--- src/rtl/imurp_pkg.sv ---
`timescale 1ns / 1ps

package imurp_pkg;

  localparam int unsigned DefCordicSteps = 16;
  localparam int unsigned QueueDepth     = 2;

  localparam int unsigned AccW   = 34;  // aligned accelerometer, Q.14 counts
  localparam int unsigned GyrW   = 35;  // aligned gyro, LSB 2^-25 rad/s
  localparam int unsigned DeltaW = 32;  // gyro angle step, LSB 2^-24 rad
  localparam int unsigned EstW   = 32;  // angle estimate, LSB 2^-24 rad
  localparam int unsigned AngW   = 28;  // CORDIC angle accumulator
  localparam int unsigned CordW  = 54;  // CORDIC x/y datapath

  localparam logic signed [AngW-1:0] HalfPiQ24  = AngW'(26353589);
  localparam logic [29:0]            InvGainQ30 = 30'd652032874;

  typedef struct packed {
    logic signed [AccW-1:0]   aa0;
    logic signed [AccW-1:0]   aa1;
    logic signed [AccW-1:0]   aa2;
    logic signed [DeltaW-1:0] d_roll;
    logic signed [DeltaW-1:0] d_pitch;
  } item_t;

  // atan(2^-i) in 2^-24 rad
  function automatic logic signed [AngW-1:0] atan_q24(input logic [4:0] idx);
    logic signed [AngW-1:0] r;
    case (idx)
      5'd0:  r = AngW'(13176795);
      5'd1:  r = AngW'(7778716);
      5'd2:  r = AngW'(4110060);
      5'd3:  r = AngW'(2086331);
      5'd4:  r = AngW'(1047214);
      5'd5:  r = AngW'(524117);
      5'd6:  r = AngW'(262123);
      5'd7:  r = AngW'(131069);
      5'd8:  r = AngW'(65536);
      5'd9:  r = AngW'(32768);
      5'd10: r = AngW'(16384);
      5'd11: r = AngW'(8192);
      5'd12: r = AngW'(4096);
      5'd13: r = AngW'(2048);
      5'd14: r = AngW'(1024);
      5'd15: r = AngW'(512);
      5'd16: r = AngW'(256);
      5'd17: r = AngW'(128);
      5'd18: r = AngW'(64);
      5'd19: r = AngW'(32);
      5'd20: r = AngW'(16);
      5'd21: r = AngW'(8);
      5'd22: r = AngW'(4);
      5'd23: r = AngW'(2);
      default: r = '0;
    endcase
    return r;
  endfunction

endpackage

--- src/rtl/imurp_queue.sv ---
`timescale 1ns / 1ps

module imurp_queue #(
  parameter int unsigned Depth = imurp_pkg::QueueDepth
) (
  input  logic             clk_i,
  input  logic             rst_ni,
  input  logic             push_i,
  input  imurp_pkg::item_t item_i,
  output logic             full_o,
  input  logic             pop_i,
  output imurp_pkg::item_t item_o,
  output logic             empty_o
);

  localparam int unsigned PtrW = (Depth > 1) ? $clog2(Depth) : 1;
  localparam int unsigned CntW = $clog2(Depth + 1);

  imurp_pkg::item_t mem_q [Depth];
  logic [PtrW-1:0]  wr_q, rd_q;
  logic [CntW-1:0]  cnt_q;

  function automatic logic [PtrW-1:0] nxt(input logic [PtrW-1:0] p);
    return (p == PtrW'(Depth - 1)) ? '0 : p + PtrW'(1);
  endfunction

  always_ff @(posedge clk_i or negedge rst_ni) begin
    if (!rst_ni) begin
      wr_q  <= '0;
      rd_q  <= '0;
      cnt_q <= '0;
    end else begin
      if (push_i) wr_q <= nxt(wr_q);
      if (pop_i)  rd_q <= nxt(rd_q);
      if (push_i && !pop_i) cnt_q <= cnt_q + CntW'(1);
      else if (pop_i && !push_i) cnt_q <= cnt_q - CntW'(1);
    end
  end

  always_ff @(posedge clk_i) begin
    if (push_i) mem_q[wr_q] <= item_i;
  end

  assign item_o  = mem_q[rd_q];
  assign full_o  = cnt_q == CntW'(Depth);
  assign empty_o = cnt_q == '0;

endmodule

--- config.mk ---
export PLATFORM = sky130hd
export DESIGN_NAME = imurp_queue
export DESIGN_NICKNAME = d
export VERILOG_FILES = /design/src/rtl/imurp_pkg.sv /design/src/rtl/imurp_queue.sv
export SDC_FILE = /design/constraint.sdc
export NUM_CORES = 1
export LEC_CHECK = 0
export BUFFER_PORTS_ARGS = -buffer_cell sky130_fd_sc_hd__buf_2
export CAP_MARGIN = 15
export CORE_MARGIN = 4
export CORE_UTILIZATION = 52
export DETAILED_ROUTE_END_ITERATION = 12
export GPL_ROUTABILITY_DRIVEN = 0
export MAX_ROUTING_LAYER = met4
export PLACE_DENSITY_LB_ADDON = 0.3
export SETUP_SLACK_MARGIN = 0.05
export SLEW_MARGIN = 10
export SYNTH_ARGS = -nofsm -noshare
export SYNTH_HDL_FRONTEND = slang
export SYNTH_SLANG_ARGS = --single-unit
--- constraint.sdc ---
create_clock -name clk_i -period 9.7 [get_ports clk_i]
set_clock_uncertainty 0.15 [all_clocks]
set_input_delay 1.94 -clock clk_i [delete_from_list [all_inputs] [get_ports clk_i]]
set_output_delay 1.94 -clock clk_i [all_outputs]
set_load 0.02 [all_outputs]
==> out/results.tsv <==
metric	value	unit
status	finished, final reports clean	
cp_max_fo	58	
ir_drop	0.221	mV
hold_viol	0	
via_per_inst	4.92	
n_fill_cell	1647	
maxSlewViolCount	0	
ff2ff_setup_slack	7.03	ns
synth_ff_type	edfxtp_1	
netlist_area	0.0127	mm2
synth_area_leaders	edfxtp_1 (78%), mux2_4 (15%), mux2_2 (3.2%)	
seqPwrFrac	42.3	%
ioPinCount	338	
critPathKind	reg2out	
drc	0	
drive_above_1_share	60.8	%
synthArstFlopShare	1.19	%
synth_edf_count	332	
grt_util_all_layers	17.3	%
drv_cap	0	
p_comb_share	33.2	%
cts_tree	done	
syn_to_final_growth	23.3	%
num_rows	56	
crit_path_end_kind	output port	
clkTransAtPathRegs	0.06	ns
critPathArrivalTime	3.06	ns
slew_headroom	29.5	%
drt-initial-drc-count	422	
grt_max_degree	69	
grt_overflow_total	0	
clock_latency	0.48	ns
grt_pass1_wl	34600	um
io_buffers	337	
grt_pass1_vias	6402	
antenna_found_initial	4	
yosysMostFrequentCell	edfxtp_1	
synth.net_count	704	
syn_inst	533	
cellPowerDensity	308	mW/mm2
fin_tns_setup	0	ns
design_area	0.0157	mm2
fp.dieArea	0.0270	mm2
core	0.0238	mm2
rsz0062_at_grt	false	
root_buffer	clkbuf_16	
critPathRequiredTime	7.61	ns
postCtsSetupBuffers	0	
synth_area_leader_cell	edfxtp_1	
numCtsBuffers	34	
start_util	53.5	%
yosys-top-cells-count	edfxtp_1 (332), mux2_4 (130), mux2_2 (36)	
dpl.hpwl	15700	um
min_path_type	reg2reg	
clk_path_buf_depth	3	
finalSetupViolCount	0	
power_switching	0.00151	W
wl_per_cell	19.1	um
tightest_slew	1.06	ns
clkPwrFrac	24.5	%
p_leak	6.27	nW
start_kind	flop	
synth_warnings	0	
yosysSeqAreaShare	79.2	%
htreeDepth	2	
ys_ff_latch	336	
vias	6096	
swShare	31.3	%
cts.sinks	336	
synth.distinct_cells	13	
placed_area	0.0147	mm2
die_x	164	um
holdBufCountCts	0	
hold_path_depth	1	
avgSynthCellArea	23.8	um2
drtPass1Iterations	4	
min_period_over_period	53.1	%
die_h	164	um
fmaxAchievable	194	MHz
period_minus_slack	5.15	ns
p_int	0.00332	W
cts_resized	0	
wirelength	23600	um
r2r_cells	2	
nets	1064	
yosysTopAreaCellShare	78.4	%
antenna_left	0	
-- final timing paths --
check / start / end
setup / recovery: rd_q$_DFFE_PN0P_ / item_o[157]
hold / removal: cnt_q[1]$_DFFE_PN0P_ / cnt_q[1]$_DFFE_PN0P_
setup reg to reg: wr_q$_DFFE_PN0P_ / mem_q[0][74]$_DFFE_PP_
hold reg to reg: cnt_q[1]$_DFFE_PN0P_ / cnt_q[1]$_DFFE_PN0P_
max in group asynchronous: rst_ni / rd_q$_DFFE_PN0P_
min in group asynchronous: rst_ni / cnt_q[0]$_DFFE_PN0P_
-- cell families after synthesis --
kind of cell,Yosys count,synth area share [%]
AND/OR/NAND/NOR,5,0.207
multiplexers,166,18.5
flip-flops,336,79.2
adder cells (fa/ha/maj),1,0.0984
XOR/XNOR,5,0.345
buffers and inverters,20,1.57
-- critical path: stages, from the launching register on --
cell and delay (ns):
dfrtp_4 1.00, buf_4 0.90, mux2_2 0.42, buf_2 0.16
-- per-layer routing --
layer	vias up	GRT usage [%]	wire length, um
met5	-	-	0
met4	0	6.02	622
met3	42	4.54	1720
met2	216	29.6	12500
met1	2982	19.8	8730
li1	2856	-	-
-- cell type report --
cell class | count | area, um2 | share of cell area (%)
sequential | 336 | 10100 | 64.3
multi-input combinational | 177 | 2450 | 15.6
timing repair buffer | 343 | 1730 | 11.0
clock buffer | 40 | 895 | 5.71
tap | 319 | 399 | 2.55
clock inverter | 17 | 106 | 0.679
antenna | 5 | 12.5 | 0.0798
inverter | 1 | 3.75 | 0.0240
-- layout by cell type (no fill, tap or decap), types with 2 or more instances in the layout --
cell	count
clkbuf_1	5
buf_2	337
xor2_1	4
edfxtp_1	332
mux2_4	130
clkinv_2	6
buf_4	6
nor2_1	2
mux2_2	36
clkinv_1	8
dfrtp_1	3
diode_2	5
clkbuf_16	35
-- registers in the layout, summed over array words and instances (netlist names) --
register / cells
mem_q: 332
cnt_q: 2
rd_q: 1
wr_q: 1
-- through the flow --
| step | utilization [%] | setup WS [ns] | hold slack (ns) | instances | total power, W |
|---|---|---|---|---|---|
| 6_report | 66.0 | 4.55 | 0.350 | 1238 | 0.00483 |
| 5_1_grt | 66.0 | 4.41 | 0.367 | 1237 | 0.00505 |
| 4_1_cts | 65.9 | 4.52 | 0.344 | 1233 | 0.00490 |
| 3_5_place_dp | 61.7 | 5.05 | 0.327 | 1176 | 0.00371 |
| 3_3_place_gp | 61.7 | 5.06 | 0.329 | 1176 | 0.00369 |
| 2_1_floorplan | - | 2.85 | 0.306 | 533 | 0.00331 |
-- power groups by stage --
stage	combinational, W	clock [W]	sequential [W]
5_1_grt	0.00169	0.00128	0.00208
3_5_place_dp	0.00163	0	0.00208
4_1_cts	0.00163	0.00121	0.00205
2_1_floorplan	0.00126	0	0.00205
3_3_place_gp	0.00162	0	0.00207
6_report	0.00160	0.00118	0.00205
(Power assumes the default switching activity.)
