**config.mk**
```make
export PLATFORM = sky130hd
export DESIGN_NAME = imurp_front
export DESIGN_NICKNAME = d
export VERILOG_FILES = /design/src/rtl/imurp_pkg.sv /design/src/rtl/imurp_front.sv
export SDC_FILE = /design/constraint.sdc
export NUM_CORES = 2
export LEC_CHECK = 0
export ABC_AREA = 0
export BUFFER_PORTS_ARGS = -buffer_cell sky130_fd_sc_hd__buf_2
export CORE_ASPECT_RATIO = 1.4
export CORE_MARGIN = 4
export CORE_UTILIZATION = 50
export CTS_CLUSTER_SIZE = 25
export DETAILED_ROUTE_END_ITERATION = 10
export HOLD_SLACK_MARGIN = 0.12
export PLACE_DENSITY = 0.74
export RECOVER_POWER = 100
export SLEW_MARGIN = 10
export SYNTH_ARGS = -nofsm -noshare
export SYNTH_HDL_FRONTEND = slang
export SYNTH_SLANG_ARGS = --single-unit
```
**constraint.sdc**
```tcl
create_clock -name clk_i -period 32.7 [get_ports clk_i]
set_input_delay 9.81 -clock clk_i [delete_from_list [all_inputs] [get_ports clk_i]]
set_output_delay 9.81 -clock clk_i [all_outputs]
set_load 0.005 [all_outputs]
```
**src/rtl/imurp_pkg.sv**
```systemverilog
`timescale 1ns / 1ps

package imurp_pkg;

  localparam int unsigned DefCordicSteps = 16;
  localparam int unsigned QueueDepth     = 2;

  localparam int unsigned AccW   = 34;  // aligned accelerometer, Q.14 counts
  localparam int unsigned GyrW   = 35;  // aligned gyro, LSB 2^-25 rad/s
  localparam int unsigned DeltaW = 32;  // gyro angle step, LSB 2^-24 rad
  localparam int unsigned EstW   = 32;  // angle estimate, LSB 2^-24 rad
  localparam int unsigned AngW   = 28;  // CORDIC angle accumulator
  localparam int unsigned CordW  = 54;  // CORDIC x/y datapath

  localparam logic signed [AngW-1:0] HalfPiQ24  = AngW'(26353589);
  localparam logic [29:0]            InvGainQ30 = 30'd652032874;

  typedef struct packed {
    logic signed [AccW-1:0]   aa0;
    logic signed [AccW-1:0]   aa1;
    logic signed [AccW-1:0]   aa2;
    logic signed [DeltaW-1:0] d_roll;
    logic signed [DeltaW-1:0] d_pitch;
  } item_t;

  // atan(2^-i) in 2^-24 rad
  function automatic logic signed [AngW-1:0] atan_q24(input logic [4:0] idx);
    logic signed [AngW-1:0] r;
    case (idx)
      5'd0:  r = AngW'(13176795);
      5'd1:  r = AngW'(7778716);
      5'd2:  r = AngW'(4110060);
      5'd3:  r = AngW'(2086331);
      5'd4:  r = AngW'(1047214);
      5'd5:  r = AngW'(524117);
      5'd6:  r = AngW'(262123);
      5'd7:  r = AngW'(131069);
      5'd8:  r = AngW'(65536);
      5'd9:  r = AngW'(32768);
      5'd10: r = AngW'(16384);
      5'd11: r = AngW'(8192);
      5'd12: r = AngW'(4096);
      5'd13: r = AngW'(2048);
      5'd14: r = AngW'(1024);
      5'd15: r = AngW'(512);
      5'd16: r = AngW'(256);
      5'd17: r = AngW'(128);
      5'd18: r = AngW'(64);
      5'd19: r = AngW'(32);
      5'd20: r = AngW'(16);
      5'd21: r = AngW'(8);
      5'd22: r = AngW'(4);
      5'd23: r = AngW'(2);
      default: r = '0;
    endcase
    return r;
  endfunction

endpackage

```
**src/rtl/imurp_front.sv**
```systemverilog
`timescale 1ns / 1ps

module imurp_front (
  input  logic                 clk_i,
  input  logic                 rst_ni,
  input  logic                 in_valid_i,
  output logic                 in_ready_o,
  input  logic [111:0]         in_data_i,
  input  logic [47:0]          row0_i,
  input  logic [47:0]          row1_i,
  input  logic [47:0]          row2_i,
  input  logic [47:0]          bias_i,
  output logic                 push_o,
  output imurp_pkg::item_t     item_o,
  input  logic                 full_i
);

  typedef enum logic [4:0] {
    F_IDLE = 5'b00001,
    F_MAC  = 5'b00010,
    F_DT0  = 5'b00100,
    F_DT1  = 5'b01000,
    F_PUSH = 5'b10000
  } fstate_e;

  fstate_e state_q, state_d;

  logic signed [15:0] acc_q [3];
  logic signed [15:0] rate_q [3];
  logic [15:0]        dt_q;
  logic [1:0]         row_q, col_q;
  logic signed [imurp_pkg::AccW-1:0]   aa_q [3];
  logic signed [imurp_pkg::GyrW-1:0]   ag_q [2];
  logic signed [imurp_pkg::DeltaW-1:0] d_roll_q, d_pitch_q;

  logic [47:0]        rsel;
  logic signed [15:0] m;
  logic signed [16:0] gyr;
  logic signed [31:0] pa;
  logic signed [32:0] pg;
  logic signed [imurp_pkg::GyrW-1:0] ag_sel;
  logic signed [51:0] pdt, rnd;

  always_comb begin
    case (row_q)
      2'd0:    rsel = row0_i;
      2'd1:    rsel = row1_i;
      default: rsel = row2_i;
    endcase
    m   = $signed(rsel[{col_q, 4'b0000} +: 16]);
    gyr = {rate_q[col_q][15], rate_q[col_q]}
        - $signed({bias_i[{col_q, 4'b0000} + 6'd15], bias_i[{col_q, 4'b0000} +: 16]});
    pa  = m * acc_q[col_q];
    pg  = m * gyr;
    ag_sel = state_q == F_DT0 ? ag_q[0] : ag_q[1];
    pdt = ag_sel * $signed({1'b0, dt_q});
    rnd = pdt + 52'sd1048576;
  end

  always_comb begin
    state_d = state_q;
    case (state_q)
      F_IDLE:  if (in_valid_i) state_d = F_MAC;
      F_MAC:   if (row_q == 2'd2 && col_q == 2'd2) state_d = F_DT0;
      F_DT0:   state_d = F_DT1;
      F_DT1:   state_d = F_PUSH;
      F_PUSH:  if (!full_i) state_d = F_IDLE;
      default: state_d = F_IDLE;
    endcase
  end

  always_ff @(posedge clk_i or negedge rst_ni) begin
    if (!rst_ni) begin
      state_q <= F_IDLE;
    end else begin
      state_q <= state_d;
    end
  end

  always_ff @(posedge clk_i) begin
    case (state_q)
      F_IDLE: begin
        acc_q[0]  <= $signed(in_data_i[15:0]);
        acc_q[1]  <= $signed(in_data_i[31:16]);
        acc_q[2]  <= $signed(in_data_i[47:32]);
        rate_q[0] <= $signed(in_data_i[63:48]);
        rate_q[1] <= $signed(in_data_i[79:64]);
        rate_q[2] <= $signed(in_data_i[95:80]);
        dt_q      <= in_data_i[111:96];
        row_q     <= 2'd0;
        col_q     <= 2'd0;
        aa_q[0]   <= '0;
        aa_q[1]   <= '0;
        aa_q[2]   <= '0;
        ag_q[0]   <= '0;
        ag_q[1]   <= '0;
      end
      F_MAC: begin
        aa_q[row_q] <= aa_q[row_q] + imurp_pkg::AccW'(pa);
        if (row_q != 2'd2) begin
          ag_q[row_q[0]] <= ag_q[row_q[0]] + imurp_pkg::GyrW'(pg);
        end
        if (col_q == 2'd2) begin
          col_q <= 2'd0;
          row_q <= row_q + 2'd1;
        end else begin
          col_q <= col_q + 2'd1;
        end
      end
      F_DT0:   d_roll_q  <= {rnd[51], rnd[51:21]};
      F_DT1:   d_pitch_q <= {rnd[51], rnd[51:21]};
      default: ;
    endcase
  end

  assign in_ready_o     = state_q == F_IDLE;
  assign push_o         = state_q == F_PUSH && !full_i;
  assign item_o.aa0     = aa_q[0];
  assign item_o.aa1     = aa_q[1];
  assign item_o.aa2     = aa_q[2];
  assign item_o.d_roll  = d_roll_q;
  assign item_o.d_pitch = d_pitch_q;

endmodule

```
==> results.cfg <==
[worst_setup_path]
cp.arrival_ps = 10360
end_kind = output port
worstSetupPathType = input port to output port
reg2reg_slack_ps = 20120
reg2regPathDepth = 26
reg2reg_from = state_q[1]
cp_data_required_time_ps = 22890
path_max_fanout = 2
setup.worst_path.start_class = input port
rr_endpoint = d_pitch_q[25]

[clocking]
clk-insertion-delay-late_ps = 630
cts_made_buffers = 42
cts-resized-gates = 0
clkTransAtPathRegs_ps = 60
ctsHoldBuffers = 0
htree_levels = 2
cts-root-buf = clkbuf_16
cts_setup_buffers = 0
cts_tree = yes
cts_sinks = 393
clk_path_buf_depth = 3

[timing]
max_freq_ghz = 0.0496
setup_violations = 0
slew_violations = 572
min_period_ps = 20170
hold_violations = 0
setup_tns_ps = 0
rsz0062_at_grt = no
skew_ps = 36.7
slew_headroom_pct = -152
fin_crit_sh_pct = 61.7
worstMarginPinSlew_ps = 3780

[yosys]
synth_xor_area_share_pct = 2.05
ys_top_cells_by_count = 1,345 x inv_1, 1,150 x fa_1, 654 x nand2_1
synth_compound_area_share_pct = 5.69
synth_most_common_cell = inv_1
yosys.area_share.simple_pct = 12.3
synthAdderAreaFrac_pct = 46.7
synth.area.mux_share_pct = 3.42
synth.avg_cell_area_um2 = 10.0
syn_inst = 5938
synth_flop_cell = edfxtp_1
ys_seq_elements = 393
synth_area_leaders = fa_1 39%, edfxtp_1 19%, inv_1 8.5%
synth_top_cell_area_share_pct = 38.6
yosysSeqAreaShare_pct = 19.7
syn_area_um2 = 59600
synth_top_family_by_area = adder cells
synth_fp_nets = 7779
synth_top_cell_by_area = fa_1
synth.distinct_cells = 87
yosysWarnings = 0
synth_edf_count = 384
synthArstFlopShare_pct = 1.27

[outcome]
failed_checks = capacitance limit, slew limit
status = finished with violations

[global_routing]
track_usage_pct = 27.1
grt_pass1_vias = 47800
grt_max_degree = 73
grt_overflow = 0
grt_pass1_wl_mm = 262
grt_antenna_before_repair = 3

[cells_and_area]
fillerInstances = 10400
nNetsFinal = 8132
area_growth_pct = 8.86
drive_gt1_share_pct = 10.0

[drt]
first_pass_iters = 6
num_vias = 43000
first_iter_violations = 2288
wl_met2_mm = 86.2
top_layer_used = met5
ant_nets = 0
wl_mm = 166
drcViolationCount = 0
wl_per_cell_um = 21.0
wl_met1_mm = 57.2
met3RoutedLength_mm = 10.6
viasPerCell = 5.44

[run]
timing.max_cap.violations = 16

[floorplan]
rows = 149
die_area_um2 = 125000
initial_core_util_pct = 50.5
io_pins = 476
dieHeight_um = 416
core_um2 = 118000
die_x_um = 300

[hold_path]
holdCritPathClass = register to register
hp-start = row_q[1]
min_path_cells = 2

[placement]
dp_hpwl_mm = 133
portBuffers = 475
gp_congestion = 0.976
-- cell families after synthesis --
logic type | count (synthesis)
adders and majority gates | 1533
and+or+nand+nor | 1613
AOI/OAI and AO/OA | 500
muxes | 152
buffers and inverters | 1609
DFF | 393
xor gates and xnor gates | 138
-- sequential cells by signal, indices dropped and copies added, names as in the netlist, named ones only --
register / count
aa_q: 136
ag_q: 70
acc_q: 48
rate_q: 48
d_pitch_q: 31
d_roll_q: 31
dt_q: 16
state_q: 5
col_q: 2
row_q: 2
-- how the worst max path moves through the flow --
stage	from	cells past startpoint	end
6_report	full_i	4	push_o
5_1_grt	bias_i[16]	37	ag_q[1][34]
4_1_cts	full_i	4	push_o
3_5_place_dp	full_i	4	push_o
3_3_place_gp	full_i	4	push_o
2_1_floorplan	full_i	2	push_o
-- per-layer routing --
layer  vias to the layer above  GRT usage, %
met5                         -             0
met3                       502          4.27
met1                     21800          29.3
met4                         2          16.1
met2                      1736          49.6
li1                      18900             -
-- stage by stage --
step,cell area (um^2),std cells,hold slack [ps],setup slack [ps],util [%]
finish,64900,7909,583,12530,55.0
global route,64900,7908,609,12420,55.0
CTS,65200,7908,585,12500,55.2
detailed placement,63800,7832,573,12500,54.1
global placement,63800,7832,549,12520,54.1
floorplan,59600,5938,511,12740,-
-- layout make-up --
class                      instances  area [um^2]  area share [%]
inverter                        1347         5060            7.80
timing repair buffer             571         2890            4.45
antenna                            1         2.50         0.00386
multi-input combinational       3936        41800            64.5
sequential                       393        11700            18.1
clock inverter                    29          275           0.424
tap                             1585         1980            3.06
clock buffer                      47         1090            1.68
-- layout by cell type, fill, tap and decap left out, types with 67 or more instances in the layout --
master	netlist	final
fa_1	1150	1150
buf_4	2	83
nand2_1	654	653
buf_2	3	347
a21oi_1	132	133
nor2_1	435	433
ha_1	383	381
o21ai_0	75	73
xnor2_1	84	83
edfxtp_1	384	384
clkbuf_1	231	144
and2_1	285	282
mux2_2	68	67
inv_1	1345	1344
-- worst max-delay path, cell delays in order --
cell and delay, ps:
clkbuf_1 80, nand2b_1 140, nor4_1 180, clkbuf_1 160
Power is left out: the tool's default activity adds up to more than one toggle a clock period on the data nets, which glitch-free logic cannot reach.
